**src/sv/afsc_pkg.sv**
```systemverilog
// Shared types and constants of the approach free-space check block.
// No dependencies; every other file imports this package.
package afsc_pkg;

  localparam int unsigned MAP_WIDTH_DEF     = 256;
  localparam int unsigned MAP_HEIGHT_DEF    = 256;
  localparam int unsigned MAX_OBSTACLES_DEF = 1024;

  // beat codes
  localparam logic [1:0] CMD_WRITE_CELL = 2'd0;
  localparam logic [1:0] CMD_CLEAR_OBST = 2'd1;
  localparam logic [1:0] CMD_ADD_OBST   = 2'd2;
  localparam logic [1:0] CMD_QUERY      = 2'd3;

  // configuration register indexes
  localparam logic [2:0] REG_THRESHOLD = 3'd0;
  localparam logic [2:0] REG_WIN_W     = 3'd1;
  localparam logic [2:0] REG_WIN_H     = 3'd2;
  localparam logic [2:0] REG_LIMIT     = 3'd3;
  localparam logic [2:0] REG_ORIGIN_X  = 3'd4;
  localparam logic [2:0] REG_ORIGIN_Y  = 3'd5;
  localparam logic [2:0] REG_CELL_SIZE = 3'd6;

  localparam int unsigned CFG_IDX_W  = 3;
  localparam int unsigned CFG_DATA_W = 17;
  localparam int unsigned IN_DATA_W  = 56;
  localparam int unsigned OUT_DATA_W = 24;

  // divider: numerator 2*(p-o) +/- window, denominator 2*cell_size
  localparam int unsigned NUM_W = 20;
  localparam int unsigned DEN_W = 11;

  localparam logic [16:0] COUNT_SAT = 17'h1FFFF;

  typedef struct packed {
    logic       in_ready;
    logic       clr_run;
    logic       scan_run;
    logic       div_start;
    logic       bound_wr;
    logic [1:0] div_sel;
    logic       cnt_start;
    logic       cnt_run;
    logic       load_out;
  } afsc_cmd_t;

  typedef struct packed {
    logic query_acc;
    logic clr_done;
    logic scan_hit;
    logic scan_done;
    logic div_done;
    logic cnt_done;
    logic out_full;
  } afsc_sts_t;

endpackage

```
**src/sv/afsc_ctrl.sv**
```systemverilog
// Controller state machine: map clearing, obstacle scan, bound divides, count, result.
// Depends on afsc_pkg.
module afsc_ctrl (
  input  logic                clk_i,
  input  logic                rst_ni,
  input  afsc_pkg::afsc_sts_t sts_i,
  output afsc_pkg::afsc_cmd_t cmd_o
);
  import afsc_pkg::*;

  localparam logic [2:0] ST_CLEAR    = 3'd0;
  localparam logic [2:0] ST_IDLE     = 3'd1;
  localparam logic [2:0] ST_SCAN     = 3'd2;
  localparam logic [2:0] ST_DIV_GO   = 3'd3;
  localparam logic [2:0] ST_DIV_WAIT = 3'd4;
  localparam logic [2:0] ST_CNT_GO   = 3'd5;
  localparam logic [2:0] ST_CNT      = 3'd6;
  localparam logic [2:0] ST_DONE     = 3'd7;

  logic [2:0] state_q, state_d;
  logic [1:0] sel_q, sel_d;

  always_ff @(posedge clk_i or negedge rst_ni) begin
    if (!rst_ni) begin
      state_q <= ST_CLEAR;
      sel_q   <= '0;
    end else begin
      state_q <= state_d;
      sel_q   <= sel_d;
    end
  end

  always_comb begin
    state_d = state_q;
    sel_d   = sel_q;
    cmd_o   = '0;
    cmd_o.div_sel = sel_q;
    unique case (state_q)
      ST_CLEAR: begin
        cmd_o.clr_run = 1'b1;
        if (sts_i.clr_done) state_d = ST_IDLE;
      end
      ST_IDLE: begin
        cmd_o.in_ready = 1'b1;
        if (sts_i.query_acc) state_d = ST_SCAN;
      end
      ST_SCAN: begin
        cmd_o.scan_run = 1'b1;
        if (sts_i.scan_hit) begin
          state_d = ST_DONE;
        end else if (sts_i.scan_done) begin
          sel_d   = '0;
          state_d = ST_DIV_GO;
        end
      end
      ST_DIV_GO: begin
        cmd_o.div_start = 1'b1;
        state_d = ST_DIV_WAIT;
      end
      ST_DIV_WAIT: begin
        if (sts_i.div_done) begin
          cmd_o.bound_wr = 1'b1;
          sel_d   = sel_q + 1'b1;
          state_d = (sel_q == 2'd3) ? ST_CNT_GO : ST_DIV_GO;
        end
      end
      ST_CNT_GO: begin
        cmd_o.cnt_start = 1'b1;
        state_d = ST_CNT;
      end
      ST_CNT: begin
        cmd_o.cnt_run = 1'b1;
        if (sts_i.cnt_done) state_d = ST_DONE;
      end
      ST_DONE: begin
        if (!sts_i.out_full) begin
          cmd_o.load_out = 1'b1;
          state_d = ST_IDLE;
        end
      end
      default: state_d = ST_IDLE;
    endcase
  end

endmodule

```
**config.mk**
```make
export PLATFORM = sky130hd
export DESIGN_NAME = afsc_ctrl
export DESIGN_NICKNAME = d
export VERILOG_FILES = /design/src/sv/afsc_pkg.sv /design/src/sv/afsc_ctrl.sv
export SDC_FILE = /design/constraint.sdc
export NUM_CORES = 1
export LEC_CHECK = 0
export BUFFER_PORTS_ARGS = -buffer_cell sky130_fd_sc_hd__buf_4
export CAP_MARGIN = 20
export CORE_AREA = 2 2 39 41
export DETAILED_ROUTE_END_ITERATION = 7
export DIE_AREA = 0 0 41 43
export GPL_TIMING_DRIVEN = 0
export SYNTH_ARGS = -nofsm -noshare
export SYNTH_HDL_FRONTEND = slang
export SYNTH_SLANG_ARGS = --single-unit
```
**constraint.sdc**
```tcl
create_clock -name clk_i -period 2.39 [get_ports clk_i]
set_input_delay 0.717 -clock clk_i [delete_from_list [all_inputs] [get_ports clk_i]]
set_output_delay 0.717 -clock clk_i [all_outputs]
set_load 0.02 [all_outputs]
```
# Word level (Yosys, flattened, before mapping)

Index checks and enable logic that the tools add are counted.
Widths: inputs -> output; s select.

Equal/unequal tests: 16
$add $sub $neg: 1
Mux-type cells: 23
Reduce and logical (&&, ||, !) cells: 4

Operators by type and width:

| operator            | number |
|---|---|
| $mux 3              | 8 |
| $pmux 3 s8          | 1 |
| $ne 2x2->1 const B  | 7 |
| $eq 3x3->1 const B  | 4 |
| $mux 1              | 10 |
| $eq 3x2->1 const B  | 2 |
| $mux 2              | 3 |
| $reduce_and 6->1    | 1 |
| $pmux 2 s2          | 1 |
| $reduce_and 4->1    | 1 |
| $eq 3x1->1 const B  | 1 |
| $logic_not 3->1     | 1 |
| $ne 3x3->1 const B  | 1 |
| $add 2x1->2 const B | 1 |
| $eq 2x2->1 const B  | 1 |
| $reduce_bool 2->1   | 1 |

Bits of input ports: 9
Output and inout port bits: 10
Register bits after elaboration: 5

# Logic depth before layout (Yosys ltp)

Gate-level depths: netlist of run 1.

Word-level depth: 4
Gate-level depth with buffers: 5
Gate-level depth less buffers: 4

# Worst setup path before layout of run 1

No wires, ideal clock.

Kind: register to output
From: register state_q[0]
To: output port cmd_o[2] (netlist name)
Arrival: 1.156 ns
Cell stages (with the launch flop): 4
Path buffers: 2
Data required time: 1.673 ns
Path slack: 0.517 ns
Path through: dfrtp_1 -> buf_6 -> buf_2 -> nor3b_1

RTL lines:

| item                   | line            | text |
|---|---|---|
| from (decl)            | afsc_ctrl.sv:20 | `logic [2:0] state_q, state_d;` |
| from (signal assigned) | afsc_ctrl.sv:28 | `state_q <= state_d;` |
| to (decl)              | afsc_ctrl.sv:7  | `output afsc_pkg::afsc_cmd_t cmd_o` |

==> impl_results.md, run 1 <==
- Minimum clock period: 2.13 ns
- CTS tree: built
- Syn Std Cell Area: 420 um^2
- I/O Buffers: 18
- Mean Syn Cell Area: 9.78 um^2
- Initial antenna violation count: 0
- RePlAce Congestion: 0.753
- Switching part of the total power: 45.5%
- Via count: 415
- Final hold vios: 0
- Fin cells: 81
- Fillers: 146
- DRT Wirelength: 952 um
- Wire length per cell: 11.8 um
- Largest net degree at the start of global routing: 11
- Worst reg-to-reg path cell count: 4
- Crit path launch type: flip-flop
- Seq cells post-synth: 5
- Starting Density: 30.4%
- Worst skew pair latency: 0.24 ns
- RSZ-0062 raised after global routing: no
- 1st-pass router iterations: 4
- Syn Inst Count: 43
- Post-layout util: 43.5%
- Worst Skew: 0.00422 ns
- Hold buffer count at CTS: 0
- Post-synth cell types: 28
- Multi-input combinational cell area: 267 um^2
- HPWL after DPL: 752 um
- Peak Freq: 469 MHz
- Rows: 14
- Final setup viols: 0
- Clock Sink Count: 5
- Highest net fanout along the worst path: 8
- Leakage power: 0.305 nW
- DR vias/cell: 5.12
- Commonest cells after routing, fill and taps aside: buf_4, dfrtp_1, a31oi_1
- Sw Pwr: 0.000386 W
- Synthesis-to-finish area growth: 43.2%
- Post-CTS setup buffers: 0
- Sequential fraction of the synthesis area: 29.8%
- CP arrival: 1.42 ns
- Antenna Cells: 0
- HP Class: input pin to async pin
- Ports: 19
- Die area: 1760 um^2
- GRT Overall Usage: 13.1%
- Commonest non-fill, non-tap cell in the layout: buf_4
- Net Count, Synth: 53
- Pwr dens: 1410 nW/um^2
- Number of global-route vias before repair: 402
- Clock-pin transition on the worst setup and hold timing paths: 0.04 ns
- Hold WS: 0.263 ns
- Critical path required time: 1.67 ns
- Worst Setup SP: state_q[2]$_DFFE_PN0P_
- Total congestion overflow: 0
- Synth warn: 0
- Share of power burned in registers: 21.0%
- Worst relative slew slack: 82.9%
- Maximum root-to-sink buffer count: 2
- DR iter-0 viols: 5
- VDD IR max: 0.552 mV
- Nets@finish: 76
- Setup TNS: 0 ns
- Post-CTS sizing: 0
- Critical path class: flip-flop to primary output
- First-pass GRT wire length: 1580 um
- Dpl cells: 77
- Worst Tran Pin Value: 0.249 ns
- Slew Viols, Final: 0
- Clock Power Share: 11.4%
- Core Box Area: 1380 um^2
- Share of layout cells above drive strength 1: 47.7%
- H-tree levels: 1
- Period utilization: 89.2%
- Die height: 43 um
- Status: completed
- Drt drc: 0
- Reg area: 125 um^2
- Combinational share of power: 67.6%
- Die span in x: 41 um
- FF-to-FF Start: state_q[2]$_DFFE_PN0P_
- Final antenna-violating net count: 0
- Max Cap Viol: 0
- Setup crit end kind: primary output
- Reg2Reg Setup Slack: 0.90 ns
- Root buf cell: clkbuf_4
- Pint: 0.000463 W
- Cts bufs inserted: 3
==> cells in the mapped netlist (all sizes together) <==
master | number | share of area (%)
a2111o | 1 | 2.7
a211oi | 1 | 1.8
a21o | 1 | 1.8
a22o | 1 | 2.1
a22oi | 1 | 5.1
a31oi | 4 | 6.0
and2 | 1 | 1.5
and3 | 2 | 4.2
buf | 3 | 5.1
dfrtp | 5 | 30
ha | 1 | 3.0
inv | 2 | 1.8
mux2 | 2 | 6.2
mux2i | 1 | 2.4
nand2 | 3 | 2.7
nand3 | 1 | 2.4
nand4 | 1 | 1.5
nor2 | 3 | 2.7
nor2b | 2 | 3.0
nor3 | 2 | 2.4
nor3b | 2 | 3.6
nor4b | 1 | 5.7
o21ai | 1 | 1.2
o21bai | 1 | 1.8
==> worst paths after layout <==
path	end
min reg2reg	sel_q[1]$_DFFE_PN0P_
min	state_q[2]$_DFFE_PN0P_
max	cmd_o[5]
min in group clk_i	sel_q[1]$_DFFE_PN0P_
max reg2reg	state_q[2]$_DFFE_PN0P_
max in group asynchronous	sel_q[1]$_DFFE_PN0P_
==> power groups by stage <==
stage	sequential, W	clock [W]	combinational, W
global placement	0.000178	0	0.000574
finish	0.000178	0.0000967	0.000574
CTS	0.000178	0.000102	0.000578
floorplan	0.000185	0	0.000403
global route	0.000186	0.000113	0.000622
detailed placement	0.000179	0	0.000576
==> per-layer routing <==
layer / vias up / wire (um) / track usage [%]
met5: - / 0 / 0
met3: 0 / 79 / 7.85
met4: 0 / 0 / 2.00
met2: 14 / 457 / 18.8
met1: 195 / 415 / 17.0
li1: 206 / - / -
==> stage by stage <==
stage	total power [W]	setup WS [ns]	cell area, um^2
floorplan	0.000588	0.517	420
global placement	0.000752	0.448	576
detailed placement	0.000755	0.442	576
CTS	0.000858	0.265	602
global route	0.000920	0.144	602
finish	0.000849	0.257	602
==> area by class of cell <==
type	count	area share, %
sequential	5	20.8
tap	16	3.33
clock buffer	4	4.37
multi-input combinational	33	44.3
buffer	3	3.53
inverter	2	1.25
timing repair buffer	18	22.5
==> state kept, by name, summed over array words and instances (netlist names) <==
signal and flops:
sel_q 2, state_q 3
==> critical path: stages, from the launching register on <==
cell     delay (ns)
dfrtp_1        0.49
inv_2          0.13
nor4b_4        0.35
buf_4          0.20
==> logic make-up (layout without fill, tap and decap cells) <==
group	Yosys count	in the layout	share of synthesized area (%)
AOI/OAI and AO/OA	11	11	22.3
adders and majority gates	1	1	2.98
buffers and inverters	5	27	6.84
DFF	5	5	29.8
muxes	3	3	8.63
and+or+nand+nor	18	18	29.5
(Power assumes the default switching activity.)
==> inputs of run 2 (changes only) <==
clock period = 1.9 ns   (was 2.39 ns; I/O delays follow)
==> impl_results.md, run 2 (synthesis results as in run 1) <==
- HP Class: input pin to async pin
- Setup crit end kind: primary output
- Highest net fanout along the worst path: 10 (+2)
- CP arrival: 1.29 ns (-0.13 ns)
- Pwr dens: 1790 nW/um^2 (+27%)
- Leakage power: 0.322 nW (+5.7%)
- Die area: 1760 um^2 (unchanged)
- Crit path launch type: flip-flop
- Minimum clock period: 1.86 ns
- Via count: 428 (+3.1%)
- Final setup viols: 0 (unchanged)
- Worst Tran Pin Value: 0.249 ns (unchanged)
- Status: completed
- I/O Buffers: 18 (unchanged)
- Gr busiest metal: met2
- GRT Overall Usage: 13.3% (+0.20 points)
- Post-layout util: 46.2% (+2.7 points)
- Share of layout cells above drive strength 1: 54.4% (+6.7 points)
- Antenna Cells: 0 (unchanged)
- Total congestion overflow: 0 (unchanged)
- First-pass GRT wire length: 1610 um (+2.2%)
- Worst Skew: 0.00433 ns (+0.000102 ns)
- Maximum root-to-sink buffer count: 2 (unchanged)
- Commonest cells after routing, fill and taps aside: buf_4, a31oi_1, dfrtp_1, nand2_1, clkbuf_4
- Largest register by flop count: state_q
- Root buf cell: clkbuf_4
- Placed Area: 576 um^2 (unchanged)
- DR iter-0 viols: 5 (unchanged)
- Fillers: 140 (-4.1%)
- RePlAce Congestion: 0.753 (unchanged)
- DRT Wirelength: 957 um (+0.53%)
- H-tree levels: 1 (unchanged)
- DR vias/cell: 5.10 (-0.55%)
- Nets@finish: 79 (+3.9%)
- Wire length per cell: 11.4 um (-3.1%)
- Critical path class: flip-flop to primary output
- Final antenna-violating net count: 0 (unchanged)
- Clock-pin transition on the worst setup and hold timing paths: 0.04 ns (about the same)
- Sw Pwr: 0.000502 W (+30%)
- Clock Sink Count: 5 (unchanged)
- Core Box Area: 1380 um^2 (unchanged)
- Largest registers: state_q x3, sel_q x2
- Worst relative slew slack: 82.9% (unchanged)
- RSZ-0062 raised after global routing: yes
- Cts bufs inserted: 3 (unchanged)
- Initial antenna violation count: 0 (unchanged)
- Worst skew pair latency: 0.24 ns (about the same)
- Number of global-route vias before repair: 412 (+2.5%)
- Starting Density: 30.4% (unchanged)
- 1st-pass router iterations: 4 (unchanged)
- Final hold vios: 0 (unchanged)
- VDD IR max: 0.682 mV (+23%)
- HPWL after DPL: 752 um (unchanged)
- Combinational share of power: 70.4% (+2.8 points)
- Drt drc: 0 (unchanged)
- Largest net degree at the start of global routing: 11 (unchanged)
- Slew Viols, Final: 0 (unchanged)
- Max Cap Viol: 0 (unchanged)
- Met2 Usage GRT: 19.1% (+0.31 points)
- Fin area: 639 um^2 (+6.2%)
- Ports: 19 (unchanged)
- Switching part of the total power: 43.9% (-1.6 points)
- CTS tree: built
- Critical path required time: 1.33 ns (-0.34 ns)
- Peak Freq: 537 MHz
- Period utilization: 98.0%
- Clock Power Share: 10.6% (-0.8 points)
- Die span in x: 41 um (unchanged)
- Share of power burned in registers: 19.0% (-2.0 points)
- Met3 Track Usage GR: 7.85% (unchanged)
- Met1 GRT Util: 17.4% (+0.33 points)
- Die height: 43 um (unchanged)
- Commonest non-fill, non-tap cell in the layout: buf_4
- Flip-flop count of the largest register after layout: 3 (unchanged)
- Rows: 14 (unchanged)
- Synthesis-to-finish area growth: 52.1%
- Worst reg-to-reg path cell count: 5 (+1)
- Hold buffer count at CTS: 0 (unchanged)
- Pint: 0.000641 W (+39%)
run 2: cell count changes in the layout (fill, tap and decap cells not counted), sizes merged:
cell and change:
buf +3
run 2: final timing paths:
| path | to | startpoint | slack [ns] |
|---|---|---|---|
| max | cmd_o[5] | state_q[1]$_DFFE_PN0P_ | 0.04 |
| min | state_q[2]$_DFFE_PN0P_ | rst_ni | 0.12 |
| max reg2reg | state_q[2]$_DFFE_PN0P_ | state_q[1]$_DFFE_PN0P_ | 0.39 |
| min reg2reg | sel_q[1]$_DFFE_PN0P_ | sel_q[1]$_DFFE_PN0P_ | 0.54 |
| max in group asynchronous | state_q[2]$_DFFE_PN0P_ | rst_ni | 1.67 |
| min in group clk_i | sel_q[1]$_DFFE_PN0P_ | sel_q[1]$_DFFE_PN0P_ | 0.54 |
run 2: timing repair:
| item | CTS | global route |
|---|---|---|
| setup buffers | 1 | 2 |
| pin swaps | 0 | 1 |
| endpoints found under the setup margin | 1 | 3 |
| resized for setup | 2 | 3 |
run 2: layer usage:
metal	vias to the layer above	share of wire (%)
met4	0	0
met5	-	0
met2	14	47
li1	213	-
met3	0	8.4
met1	201	44
run 2: layout make-up:
| type | count | area, um^2 | share of cell area (%) |
|---|---|---|---|
| sequential | 5 | 126 | 19.8 |
| tap | 16 | 20.0 | 3.13 |
| inverter | 2 | 7.51 | 1.17 |
| timing repair buffer | 21 | 158 | 24.7 |
| multi-input combinational | 33 | 274 | 42.9 |
| buffer | 3 | 27.5 | 4.31 |
| clock buffer | 4 | 26.3 | 4.11 |
run 2: power by group through the flow:
stage	clock network (W)	logic [W]	registers [W]
floorplan	0	0.000506	0.000233
global placement	0	0.000721	0.000224
detailed placement	0	0.000725	0.000225
CTS	0.000128	0.000758	0.000217
global route	0.000142	0.000874	0.000225
finish	0.000122	0.000805	0.000217
run 2: through the flow:
step / std cells / total power (W) / setup slack (ns) / hold WS [ns] / setup TNS [ns]
detailed placement: 77 / 0.000950 / 0.131 / 0.373 / 0
global route: 84 / 0.00124 / -0.0204 / 0.100 / -0.0204
finish: 84 / 0.00114 / 0.0380 / 0.116 / 0
floorplan: 43 / 0.000740 / 0.141 / 0.274 / 0
global placement: 77 / 0.000946 / 0.131 / 0.373 / 0
CTS: 82 / 0.00110 / 0.00814 / 0.108 / 0
run 2: worst max-delay path, stage by stage, from the launching register on:
cell and delay (ns):
dfrtp_1 0.39, buf_6 0.15, nor4b_4 0.31, buf_4 0.20
==> inputs of run 3 (changes only) <==
BUFFER_PORTS_ARGS = not set   (was -buffer_cell sky130_fd_sc_hd__buf_4)
DONT_BUFFER_PORTS = 1   (was not set)
RECOVER_POWER = 25   (was not set)
==> impl_results.md, run 3 (synthesis results as in run 1) <==
- H-tree levels: 1 (unchanged)
- Largest net degree at the start of global routing: 11 (unchanged)
- Die area: 1760 um^2 (unchanged)
- CTS tree: built
- Dpl cells: 59 (-23%)
- Slew Viols, Final: 0 (unchanged)
- Commonest cells after routing, fill and taps aside: a31oi_1, dfrtp_1, nand2_1, nor2_1, clkbuf_4
- Nets@finish: 61 (-23%)
- First-pass GRT wire length: 1490 um (-7.7%)
- DRT Wirelength: 970 um (+1.4%)
- Period utilization: 97.4% (-0.57 points)
- Crit-path cells: buf_6, nor4b_4
- Final hold vios: 0 (unchanged)
- Die height: 43 um (unchanged)
- Crit path launch type: flip-flop
- Setup crit end kind: primary output
- Status: completed
- Worst relative slew slack: 69.8% (-13 points)
- 1st-pass router iterations: 4 (unchanged)
- Critical path required time: 1.33 ns (about the same)
- Maximum root-to-sink buffer count: 2 (unchanged)
- Wire length per cell: 14.7 um (+29%)
- Max Cap Viol: 0 (unchanged)
- HPWL after DPL: 702 um (-6.6%)
- Antenna Cells: 0 (unchanged)
- Leakage power: 0.237 nW (-26%)
- Die span in x: 41 um (unchanged)
- Buf/Inv on CP: 1 (-1)
- RePlAce Congestion: 0.724 (-3.9%)
- Starting Density: 30.4% (unchanged)
- Pwr Total: 0.00104 W (-9.0%)
- DR iter-0 viols: 7 (+2)
- Post-layout util: 37.9% (-8.3 points)
- Final setup viols: 0 (unchanged)
- Number of global-route vias before repair: 356 (-14%)
- Via count: 365 (-15%)
- Ports: 19 (unchanged)
- Drt drc: 0 (unchanged)
- Fin cells: 66 (-21%)
- Pwr dens: 1980 nW/um^2 (+11%)
- Clock-pin transition on the worst setup and hold timing paths: 0.05 ns (about the same)
- Clock Sink Count: 5 (unchanged)
- I/O Buffers: 0 (-18)
- Final WS setup: 0.0489 ns (+0.0109 ns)
- Root buf cell: clkbuf_4
- Rows: 14 (unchanged)
- Slowest CP cell: nor4b_4
- HP Class: input pin to async pin
- Share of layout cells above drive strength 1: 42.0% (-12 points)
- Worst Skew: 0.00662 ns (+0.00229 ns)
- Worst skew pair latency: 0.25 ns (about the same)
- Worst reg-to-reg path cell count: 5 (unchanged)
- CP peak stage delay: 0.47 ns (+0.08 ns)
- Flip-flop count of the largest register after layout: 3 (unchanged)
- Delay-heaviest family, CP: simple AND/OR/NAND/NOR gates
- RSZ-0062 raised after global routing: yes
- Final antenna-violating net count: 0 (unchanged)
- Post-Place Worst Slack: 0.0126 ns (-0.118 ns)
- Synthesis-to-finish area growth: 24.7%
- Fillers: 143 (+2.1%)
- Largest registers: state_q x3, sel_q x2
- VDD IR max: 0.730 mV (+7.0%)
- Worst Tran Pin Value: 0.451 ns (+0.202 ns)
- Total congestion overflow: 0 (unchanged)
- Cts bufs inserted: 3 (unchanged)
- Minimum clock period: 1.85 ns (-0.0109 ns)
- GRT Overall Usage: 12.6% (-0.69 points)
- Core Box Area: 1380 um^2 (unchanged)
- Peak Freq: 540 MHz (+0.59%)
- Initial antenna violation count: 0 (unchanged)
- CP arrival: 1.28 ns (about the same)
- CP Depth: 2 (-1)
- DR vias/cell: 5.53 (+8.5%)
- Highest net fanout along the worst path: 8 (-2)
- Critical path class: flip-flop to primary output
- Largest register by flop count: state_q
## run 3: power by group
group          total (W)  leakage (nW)  internal [W]  switching, W
Combinational   0.000665         0.164      0.000302      0.000364
Clock           0.000126        0.0150     0.0000796     0.0000460
Sequential      0.000250        0.0582      0.000164     0.0000861
Total            0.00104         0.237      0.000545      0.000496
## run 3: worst reg2reg max path: stages, from the launching register on
cell and delay [ns]:
dfrtp_1 0.39, buf_4 0.15, nor3b_2 0.38, nand2_1 0.15
nand3_2 0.11, mux2_4 0.29
## run 3: what timing repair did
item | 4_1_cts | 5_1_grt
setup buffers | 1 | 1
pin swaps | 1 | 1
hold buffers | 0 | 1
gates cloned | 0 | 0
endpoints found under the setup margin | 6 | 3
gates resized for setup | 5 | 4
hold endpoints to repair | 0 | 3
## run 3: worst paths after layout
kind,from,endpoint,slack (ns)
max,state_q[1]$_DFFE_PN0P_,cmd_o[5],0.05
min,rst_ni,state_q[2]$_DFFE_PN0P_,0.02
max reg2reg,state_q[1]$_DFFE_PN0P_,state_q[2]$_DFFE_PN0P_,0.29
min reg2reg,state_q[2]$_DFFE_PN0P_,state_q[2]$_DFFE_PN0P_,0.65
max in group asynchronous,rst_ni,state_q[1]$_DFFE_PN0P_,1.18
min in group clk_i,sts_i[0],state_q[0]$_DFFE_PN0P_,0.61
## run 3: layout make-up
cell class / instances / area [um^2] / area share, %
timing repair buffer: 3 / 25.0 / 4.77
buffer: 3 / 27.5 / 5.25
clock buffer: 4 / 26.3 / 5.01
sequential: 5 / 126 / 24.1
multi-input combinational: 33 / 292 / 55.6
inverter: 2 / 7.51 / 1.43
tap: 16 / 20.0 / 3.82
## run 3: per-layer routing
metal | track usage (%) | vias up | routed length, um
met4 | 10.0 | 0 | 21
met2 | 17.5 | 15 | 473
li1 | - | 174 | -
met3 | 3.14 | 2 | 77
met1 | 15.8 | 174 | 397
met5 | 0 | - | 0
## run 3: metrics by stage
| stage | hold WS (ns) | instance area [um^2] | TNS [ns] |
|---|---|---|---|
| after floorplan | 0.274 | 420 | 0 |
| after global placement | 0.275 | 440 | 0 |
| after detailed placement | 0.275 | 440 | 0 |
| after CTS | 0.00590 | 493 | 0 |
| after global routing | 0.0109 | 524 | -0.0133 |
| final | 0.0229 | 524 | 0 |
